[src/rtl/lis_pkg.sv]
// ----------------------------------------------------------------------------
// lis_pkg
// Shared widths, register indexes, state codes and the result word type for
// the longest-increasing-subsequence prefix-max tree.
// ----------------------------------------------------------------------------
package lis_pkg;

   localparam int unsigned MAX_RANK_DEFAULT = 1024;
   localparam int unsigned RANK_W           = 11;
   localparam int unsigned LEN_W            = 11;
   localparam int unsigned POS_W            = RANK_W + 1;  // room for pos + lowbit
   localparam int unsigned CSR_IDX_W        = 1;
   localparam int unsigned CSR_DATA_W       = 11;

   localparam logic [LEN_W-1:0]     LEN_MAX          = '1;
   localparam logic [RANK_W-1:0]    RANK_COUNT_RESET = 11'd1024;

   localparam logic [CSR_IDX_W-1:0] CSR_RANK_COUNT    = 1'b0;
   localparam logic [CSR_IDX_W-1:0] CSR_REVERSE_ORDER = 1'b1;

   typedef enum logic [2:0] {
      ST_IDLE,
      ST_CLEAR,
      ST_QUERY,
      ST_UPDATE,
      ST_RESP
   } state_type;

   typedef struct packed {
      logic             valid;
      logic             rank_error;
      logic [LEN_W-1:0] lis_length;
   } result_type;

endpackage

[src/rtl/lis_walk_ctrl.sv]
// ----------------------------------------------------------------------------
// lis_walk_ctrl
// Sequencer: clearing sweep, Fenwick prefix-max query walk, then the
// read-modify-write raise walk; walk reads are issued back to back, each raise write-back overlapping the next read.
// ----------------------------------------------------------------------------
module lis_walk_ctrl #(
   parameter int unsigned MAX_RANK = lis_pkg::MAX_RANK_DEFAULT
) (
   input  logic                            clock,
   input  logic                            reset,
   input  logic                            req_valid,
   output logic                            req_ready,
   input  logic [lis_pkg::RANK_W-1:0]      req_value_rank,
   input  logic                            req_start_new,
   input  logic [lis_pkg::RANK_W-1:0]      rank_count,
   input  logic                            reverse_order,
   input  logic                            slot_free,
   output lis_pkg::result_type             result,
   output logic                            mem_rd_en,
   output logic [$clog2(MAX_RANK)-1:0]     mem_rd_addr,
   input  logic [lis_pkg::LEN_W-1:0]       mem_rd_data,
   output logic                            mem_wr_en,
   output logic [$clog2(MAX_RANK)-1:0]     mem_wr_addr,
   output logic [lis_pkg::LEN_W-1:0]       mem_wr_data
);

   localparam int unsigned AW   = $clog2(MAX_RANK);
   localparam int unsigned RW   = lis_pkg::RANK_W;
   localparam int unsigned PW   = lis_pkg::POS_W;
   localparam int unsigned LW   = lis_pkg::LEN_W;
   localparam int unsigned CAP  = (MAX_RANK > 2047) ? 2047 : MAX_RANK;
   localparam logic [RW-1:0] CAP_RANK  = RW'(CAP);
   localparam logic [AW-1:0] CLR_LAST  = AW'(MAX_RANK - 1);

   lis_pkg::state_type state_ff, state_in;
   logic [RW-1:0] rank_ff, rank_in;
   logic [RW-1:0] n_ff, n_in;
   logic          err_ff, err_in;
   logic [PW-1:0] pos_ff, pos_in;
   logic          pend_ff, pend_in;
   logic [AW-1:0] pend_addr_ff, pend_addr_in;
   logic [LW-1:0] best_ff, best_in;
   logic [LW-1:0] len_ff, len_in;
   logic [AW-1:0] clr_ff, clr_in;
   logic          from_item_ff, from_item_in;

   logic [RW-1:0] n_eff;
   logic          rank_bad;
   logic [RW-1:0] rank_eff;
   logic [LW-1:0] len_next;
   logic [AW-1:0] pos_addr;

   function automatic logic [PW-1:0] low_bit(input logic [PW-1:0] x);
      return x & (~x + PW'(1));
   endfunction

   // table index p lives at address p-1
   function automatic logic [AW-1:0] to_addr(input logic [PW-1:0] p);
      logic [AW+PW-1:0] ext;
      ext = {{AW{1'b0}}, p - PW'(1)};
      return ext[AW-1:0];
   endfunction

   always_comb begin
      n_eff    = (rank_count > CAP_RANK) ? CAP_RANK : rank_count;
      rank_bad = (req_value_rank == '0) || (req_value_rank > n_eff);
      rank_eff = reverse_order ? (n_eff - req_value_rank + RW'(1)) : req_value_rank;
      len_next = (best_ff == lis_pkg::LEN_MAX) ? lis_pkg::LEN_MAX : best_ff + LW'(1);
      pos_addr = to_addr(pos_ff);
   end

   always_comb begin
      state_in     = state_ff;
      rank_in      = rank_ff;
      n_in         = n_ff;
      err_in       = err_ff;
      pos_in       = pos_ff;
      pend_in      = pend_ff;
      pend_addr_in = pend_addr_ff;
      best_in      = best_ff;
      len_in       = len_ff;
      clr_in       = clr_ff;
      from_item_in = from_item_ff;

      req_ready    = 1'b0;
      result       = '{valid: 1'b0, rank_error: err_ff, lis_length: len_ff};
      mem_rd_en    = 1'b0;
      mem_rd_addr  = pos_addr;
      mem_wr_en    = 1'b0;
      mem_wr_addr  = pend_addr_ff;
      mem_wr_data  = len_ff;

      case (state_ff)
         lis_pkg::ST_IDLE: begin
            req_ready = 1'b1;
            if (req_valid) begin
               rank_in      = rank_eff;
               n_in         = n_eff;
               err_in       = rank_bad;
               pos_in       = {1'b0, rank_eff} - PW'(1);
               pend_in      = 1'b0;
               best_in      = '0;
               len_in       = '0;
               clr_in       = '0;
               from_item_in = 1'b1;
               if (req_start_new) begin
                  state_in = lis_pkg::ST_CLEAR;
               end else if (rank_bad) begin
                  state_in = lis_pkg::ST_RESP;
               end else begin
                  state_in = lis_pkg::ST_QUERY;
               end
            end
         end

         lis_pkg::ST_CLEAR: begin
            mem_wr_en   = 1'b1;
            mem_wr_addr = clr_ff;
            mem_wr_data = '0;
            if (clr_ff == CLR_LAST) begin
               if (!from_item_ff) begin
                  state_in = lis_pkg::ST_IDLE;
               end else if (err_ff) begin
                  state_in = lis_pkg::ST_RESP;
               end else begin
                  state_in = lis_pkg::ST_QUERY;
               end
            end else begin
               clr_in = clr_ff + AW'(1);
            end
         end

         lis_pkg::ST_QUERY: begin
            // reads are issued back to back, data folded in the following cycle
            if (pend_ff && (mem_rd_data > best_ff)) begin
               best_in = mem_rd_data;
            end
            if (pos_ff != '0) begin
               mem_rd_en = 1'b1;
               pos_in    = pos_ff - low_bit(pos_ff);
               pend_in   = 1'b1;
            end else begin
               pend_in = 1'b0;
               if (!pend_ff) begin
                  len_in   = len_next;
                  pos_in   = {1'b0, rank_ff};
                  state_in = lis_pkg::ST_UPDATE;
               end
            end
         end

         lis_pkg::ST_UPDATE: begin
            // write-back of the previous entry never hits the address read now
            if (pend_ff && (mem_rd_data < len_ff)) begin
               mem_wr_en = 1'b1;
            end
            if (pos_ff <= {1'b0, n_ff}) begin
               mem_rd_en    = 1'b1;
               pend_addr_in = pos_addr;
               pos_in       = pos_ff + low_bit(pos_ff);
               pend_in      = 1'b1;
            end else begin
               pend_in = 1'b0;
               if (!pend_ff) begin
                  state_in = lis_pkg::ST_RESP;
               end
            end
         end

         lis_pkg::ST_RESP: begin
            result.valid = 1'b1;
            if (slot_free) begin
               state_in = lis_pkg::ST_IDLE;
            end
         end

         default: begin
            state_in = lis_pkg::ST_IDLE;
         end
      endcase
   end

   always_ff @(posedge clock) begin
      if (reset) begin
         state_ff     <= lis_pkg::ST_CLEAR;
         clr_ff       <= '0;
         from_item_ff <= 1'b0;
         pend_ff      <= 1'b0;
      end else begin
         state_ff     <= state_in;
         clr_ff       <= clr_in;
         from_item_ff <= from_item_in;
         pend_ff      <= pend_in;
      end
   end

   always_ff @(posedge clock) begin
      rank_ff      <= rank_in;
      n_ff         <= n_in;
      err_ff       <= err_in;
      pos_ff       <= pos_in;
      pend_addr_ff <= pend_addr_in;
      best_ff      <= best_in;
      len_ff       <= len_in;
   end

endmodule
[config.mk]
export PLATFORM = sky130hd
export DESIGN_NAME = lis_walk_ctrl
export DESIGN_NICKNAME = d
export VERILOG_FILES = /design/src/rtl/lis_pkg.sv /design/src/rtl/lis_walk_ctrl.sv
export SDC_FILE = /design/constraint.sdc
export NUM_CORES = 1
export LEC_CHECK = 0
export BUFFER_PORTS_ARGS = -buffer_cell sky130_fd_sc_hd__buf_4
export CAP_MARGIN = 20
export CORE_UTILIZATION = 59
export DETAILED_ROUTE_END_ITERATION = 16
export PLACE_DENSITY = 0.81
export SETUP_SLACK_MARGIN = 0.1
export SLEW_MARGIN = 15
export SYNTH_ARGS = -nofsm -noshare
export SYNTH_HDL_FRONTEND = slang
export SYNTH_SLANG_ARGS = --single-unit
[constraint.sdc]
create_clock -name clock -period 4.9 [get_ports clock]
set_input_delay 0.49 -clock clock [delete_from_list [all_inputs] [get_ports clock]]
set_output_delay 0.49 -clock clock [all_outputs]
set_load 0.03 [all_outputs]
# Word-level counts from Yosys, hierarchy flattened
# Cells that the tools add are included.
# word_totals
mem_count	0
regBits	82
in_bits	39
rom_bits	0
mem_bits_rw	0
out_inout_bits	47
wordCells	101
latch_bits	0
# op_classes
reduce_logical	17
order_cmp	5
n_bitwise	2
mux	40
mul	0
n_div	0
shifts	0
n_eq_ne	17
add_sub_neg	9
# ops
op	count
2-to-1 mux 11 bit	8
2-to-1 mux 12 bit	4
case mux 11 bit (2 select lines)	2
case mux 12 bit (3 select lines)	1
2-to-1 mux 3 bit	11
2-to-1 mux 10 bit	3
adder 11 x 1 -> 11 bit (second input constant)	2
> comparator 11 bit	2
inequality test 2 bit (second input constant)	10
case mux 10 bit (2 select lines)	1
case mux 3 bit (5 select lines)	1
adder 12 x 1 -> 12 bit (second input constant)	1
adder 12 bit	1
bitwise AND 12 bit	1
less-or-equal comparator 12 x 11 -> 1 bit	1
NOT 12 bit	1
nonzero test 12 bit	1
subtractor 11 x 1 -> 12 bit (second input constant)	1
subtractor 12 bit	1
equality test 11 bit (second input constant)	1
> comparator 11 bit (second input constant)	1
zero test 11 bit	1
< comparator 11 bit	1
subtractor 11 bit	1
other kinds (19)	32

# Depth between registers and ports, before layout
# logic_depth
word_depth	8
mapped_depth	15
depth_no_buf	14

# Worst setup path after synthesis
# No wires, ideal clock.
# synth_path
path_kind	reg2reg
startpoint	reg pos_ff[0]
endpoint	reg len_ff[0], enable pin
setup_time_ns	0.397
n_path_buf	2
arrival_time_ns	3.242
synth_period_minus_slack_ns	3.639
slack_ns	1.261
stages_incl_launch_ff	9
t_required_ns	4.503
cell_sequence	edfxtp_1 -> inv_1 -> ha_1 -> nor4b_2 -> nand2_1 -> or4_1 -> buf_2 -> clkbuf_1 -> o31ai_1
# synth_between
elab_chain_len	3
# synth_rtl
element	line_no	rtl
start: declaration	lis_walk_ctrl.sv:39	logic [PW-1:0] pos_ff, pos_in;
start signal: assignment	lis_walk_ctrl.sv:201	pos_ff <= pos_in;
nonzero test 12 bit	lis_walk_ctrl.sv:138	if (pos_ff != '0) begin
inequality test 2 bit (no line)	--	
AND reduction 4 bit (no line)	--	
end signal: assignment	lis_walk_ctrl.sv:204	len_ff <= len_in;
end: declaration	lis_walk_ctrl.sv:43	logic [LW-1:0] len_ff, len_in;
# No other way between the ends.
# A chain may end at the register's enable or synchronous reset.

# Worst setup path in the final report
# layout_path
startpoint	reg pos_ff[0]
endpoint	out mem_rd_en
# layout_between
elab_chain_len	3
word_cells_on_any_way	5
cone_classes	order compare (1); mux (3); reduce/logical (1)
# layout_rtl
element	line_no	rtl
less-or-equal comparator 12 x 11 -> 1 bit / nonzero test 12 bit (equally long branches)	lis_walk_ctrl.sv:157, lis_walk_ctrl.sv:138	
2-to-1 mux 1 bit, on equally long branches	lis_walk_ctrl.sv:157, lis_walk_ctrl.sv:138	
case mux 1 bit (2 select lines) *	lis_walk_ctrl.sv:93	case (state_ff)
end: declaration	lis_walk_ctrl.sv:19	output logic mem_rd_en,
# Every way passes the cells marked *; elsewhere a longest branch is shown, timed or not.

==> results.py <==
metrics = {
    "run_status": {
        "status": "finished clean",
    },
    "drt": {
        "firstDrtPassIters": 6,
        "antenna_left": 0,
        "drt-wirelength-per-cell_um": 16.7,
        "wl_um": 15600,
        "vias": 5609,
        "drc_errors": 0,
        "drtIter0Drc": 384,
        "vias_per_cell": 5.99,
    },
    "hold_path": {
        "min_to": "n_ff[10]",
        "worstHoldStart": "rank_count[10]",
        "hold_class": "input port to register",
        "min_path_cells": 1,
    },
    "logic_synthesis": {
        "synth_nets": 829,
        "synth-compound-area-share_pct": 17.6,
        "syn_inst": 717,
        "synthAdderAreaFrac_pct": 13.8,
        "yosys-mux-area-fraction_pct": 3.26,
        "synth-seq-cells": 82,
        "ys.flop_type": "edfxtp_1",
        "synth_top_family_by_area": "simple AND/OR/NAND/NOR gates",
        "synth_edf_count": 67,
        "synth.avg_cell_area_um2": 9.21,
        "syn_area_um2": 6600,
        "synthArstFlopShare_pct": 0,
        "yosys.area_share.simple_pct": 18.1,
        "ys_seq_area_share_pct": 35.0,
        "yosysWarnings": 0,
        "synth.distinct_cells": 81,
        "synth-xor-area-share_pct": 4.78,
    },
    "worst_setup_path": {
        "rr_worst_depth": 10,
        "worstPathCellList": "inv_1 > ha_1 > nor4b_2 > nand2_1 > or4_1 > o211ai_2 > inv_1 > buf_4",
        "required_ns": 4.41,
        "worst-path-buf-inv": 3,
        "timing.rr.end": "pos_ff[10]",
        "crit_fanout": 17,
        "cp-startpoint": "pos_ff[0]",
        "cp_top_family": "simple AND/OR/NAND/NOR gates",
        "cpPeakStageDelay_ns": 0.80,
        "end_kind": "output pin",
        "r2r_setup_slack_ns": 1.24,
        "crit_top_cell": "inv_1",
        "start_kind": "register",
        "worstSetupPathType": "register to output pin",
        "crit_arrival_ns": 3.48,
        "r2r_start": "pos_ff[0]",
        "crit_slowest_cell": "or4_1",
    },
    "floorplan": {
        "dieHeight_um": 108,
        "die_area_um2": 11600,
        "core-area_um2": 10900,
        "ioPinCount": 86,
        "initial_core_util_pct": 60.6,
        "die_x_um": 108,
        "row_count": 38,
    },
    "timing": {
        "rsz0062_at_grt": "no",
        "setup_ws_ns": 0.926,
        "min_period_ns": 3.97,
        "max_freq_mhz": 252,
        "slew_headroom_pct": 26.6,
        "skew_ns": 0.0147,
        "final-max-slew-violation-count": 0,
        "period_share_pct": 81.1,
        "setup-violations-final": 0,
        "hold_violations": 0,
        "tns_ns": 0,
        "worst_slew_pin_slew_ns": 1.09,
    },
    "pwr": {
        "swShare_pct": 44.2,
        "intPower_mw": 1.81,
        "peakVddDrop_uv": 339,
        "p_comb_share_pct": 52.3,
        "pwr-share-seq_pct": 33.2,
        "power_per_cell_area_nw_per_um2": 434,
        "leakage_nw": 3.27,
        "clkPwrFrac_pct": 14.5,
        "power.switching_mw": 1.43,
    },
    "clock_tree": {
        "cts_tree": "yes",
        "clk_pin_slew_ns": 0.08,
        "cts_root_buf": "clkbuf_8",
        "post_cts_buffers": 0,
        "clk_latency_ns": 0.37,
        "numCtsBuffers": 9,
        "cts_buffer_depth": 2,
        "ctsHtreeMaxLevel": 3,
        "cts_hold_buf": 0,
        "cts_resized": 0,
        "cts.sinks": 82,
    },
    "job": {
        "maxCapViolCount": 0,
    },
    "grt": {
        "grt_pass1_vias": 5389,
        "grt_pass1_wl_um": 25200,
        "grt_usage_pct": 28.0,
        "grt_max_degree": 27,
        "grt.overflow.total": 0,
        "antenna_found_initial": 0,
    },
    "placed_design": {
        "place_ws_ns": 0.968,
        "hpwl_um": 12200,
        "portBuffers": 85,
        "gp_congestion": 0.878,
    },
    "final_layout": {
        "antenna_cells": 0,
        "final_layout_size_suffix_gt1_share_pct": 18.1,
        "syn2layout_area_growth_pct": 13.2,
        "finalNetCount": 903,
        "fill_cells": 876,
    },
}
## layer usage
metal / up-vias / routed length, um / global-route usage, % / share of wire, %
met2: 229 / 7670 / 48.6 / 49
met3: 28 / 971 / 4.96 / 6.2
met1: 2623 / 6680 / 34.7 / 43
li1: 2729 / - / - / -
met5: - / 0 / 0 / 0
met4: 0 / 282 / 10.1 / 1.8
## registers in the layout, indices dropped and copies added (netlist names)
signal	cells
state_ff	3
pos_ff	12
pend_addr_ff	10
rank_ff	11
pend_ff	1
from_item_ff	1
len_ff	11
clr_ff	10
err_ff	1
best_ff	11
n_ff	11
## metrics by stage
step           std cells  power [mW]  utilization [%]  hold WS (ns)  instance area [um^2]
2_1_floorplan        717        2.26                -         0.459                  6600
3_3_place_gp         920        2.71             67.0         0.479                  7290
3_5_place_dp         920        2.76             67.0         0.499                  7290
4_1_cts              936        3.23             68.6         0.313                  7470
5_1_grt              936        3.43             68.6         0.309                  7470
6_report             936        3.24             68.6         0.324                  7470
## worst max-delay path by stage
| stage | end | cells after the start |
|---|---|---|
| 2_1_floorplan | len_ff[0] | 8 |
| 3_3_place_gp | pos_ff[9] | 15 |
| 3_5_place_dp | pos_ff[9] | 15 |
| 4_1_cts | mem_rd_en | 8 |
| 5_1_grt | mem_rd_en | 8 |
| 6_report | mem_rd_en | 8 |
## power by group through the flow
stage / Clock (mW) / Combinational (mW) / Sequential (mW)
6_report: 0.471 / 1.69 / 1.08
5_1_grt: 0.500 / 1.84 / 1.09
4_1_cts: 0.474 / 1.69 / 1.07
3_5_place_dp: 0 / 1.67 / 1.09
3_3_place_gp: 0 / 1.63 / 1.08
2_1_floorplan: 0 / 1.23 / 1.03
## cells in the final DEF (no fill, tap or decap), types with 22 or more instances in the layout
master / Yosys / routed
a21oi_1: 49 / 49
buf_4: 2 / 92
edfxtp_1: 67 / 67
ha_1: 73 / 73
inv_1: 80 / 80
nand2_1: 48 / 48
nand3_1: 24 / 24
nor2_1: 47 / 46
nor3_1: 22 / 22
o21ai_0: 30 / 30
xnor2_1: 23 / 23
## worst register-to-register path: stages (launching register included)
cell	delay (ns)
edfxtp_1	0.50
inv_1	0.23
ha_1	0.28
nor4b_2	0.45
nand2_1	0.24
or4_1	0.80
o21ai_1	0.33
nor2b_1	0.08
a311oi_1	0.26
o22a_1	0.19
o21ai_1	0.06
## synthesized netlist by cell type, types with 15 or more instances
| library cell | n | area share [%] |
|---|---|---|
| clkbuf_1 | 15 | 0.85 |
| o21ai_0 | 30 | 2.3 |
| nand2_1 | 48 | 2.7 |
| nor2_1 | 47 | 2.7 |
| ha_1 | 73 | 14 |
| dfxtp_1 | 15 | 4.5 |
| xnor2_1 | 23 | 3.1 |
| nand3_1 | 24 | 1.8 |
| nor3_1 | 22 | 1.7 |
| inv_1 | 80 | 4.5 |
| edfxtp_1 | 67 | 30 |
| a21oi_1 | 49 | 3.7 |
## cell type report
type                            count  area (um^2)  area share [%]
Clock inverter                      4         42.5           0.569
Inverter                           82          308            4.12
Timing Repair Buffer               92          691            9.24
Sequential cell                    82         2310            30.9
Clock buffer                       12          135            1.81
Tap cell                          140          175            2.34
Multi-Input combinational cell    524         3810            51.0
## cells by family (layout without fill, tap and decap cells)
logic type | count (synthesis) | count (layout)
simple gates | 223 | 223
buf+inv | 111 | 190
compound gates | 172 | 172
fa+ha+maj | 73 | 73
flops | 82 | 82
xor+xnor | 36 | 36
mux | 20 | 20
No activity file was read; power rests on OpenSTA's default activity.
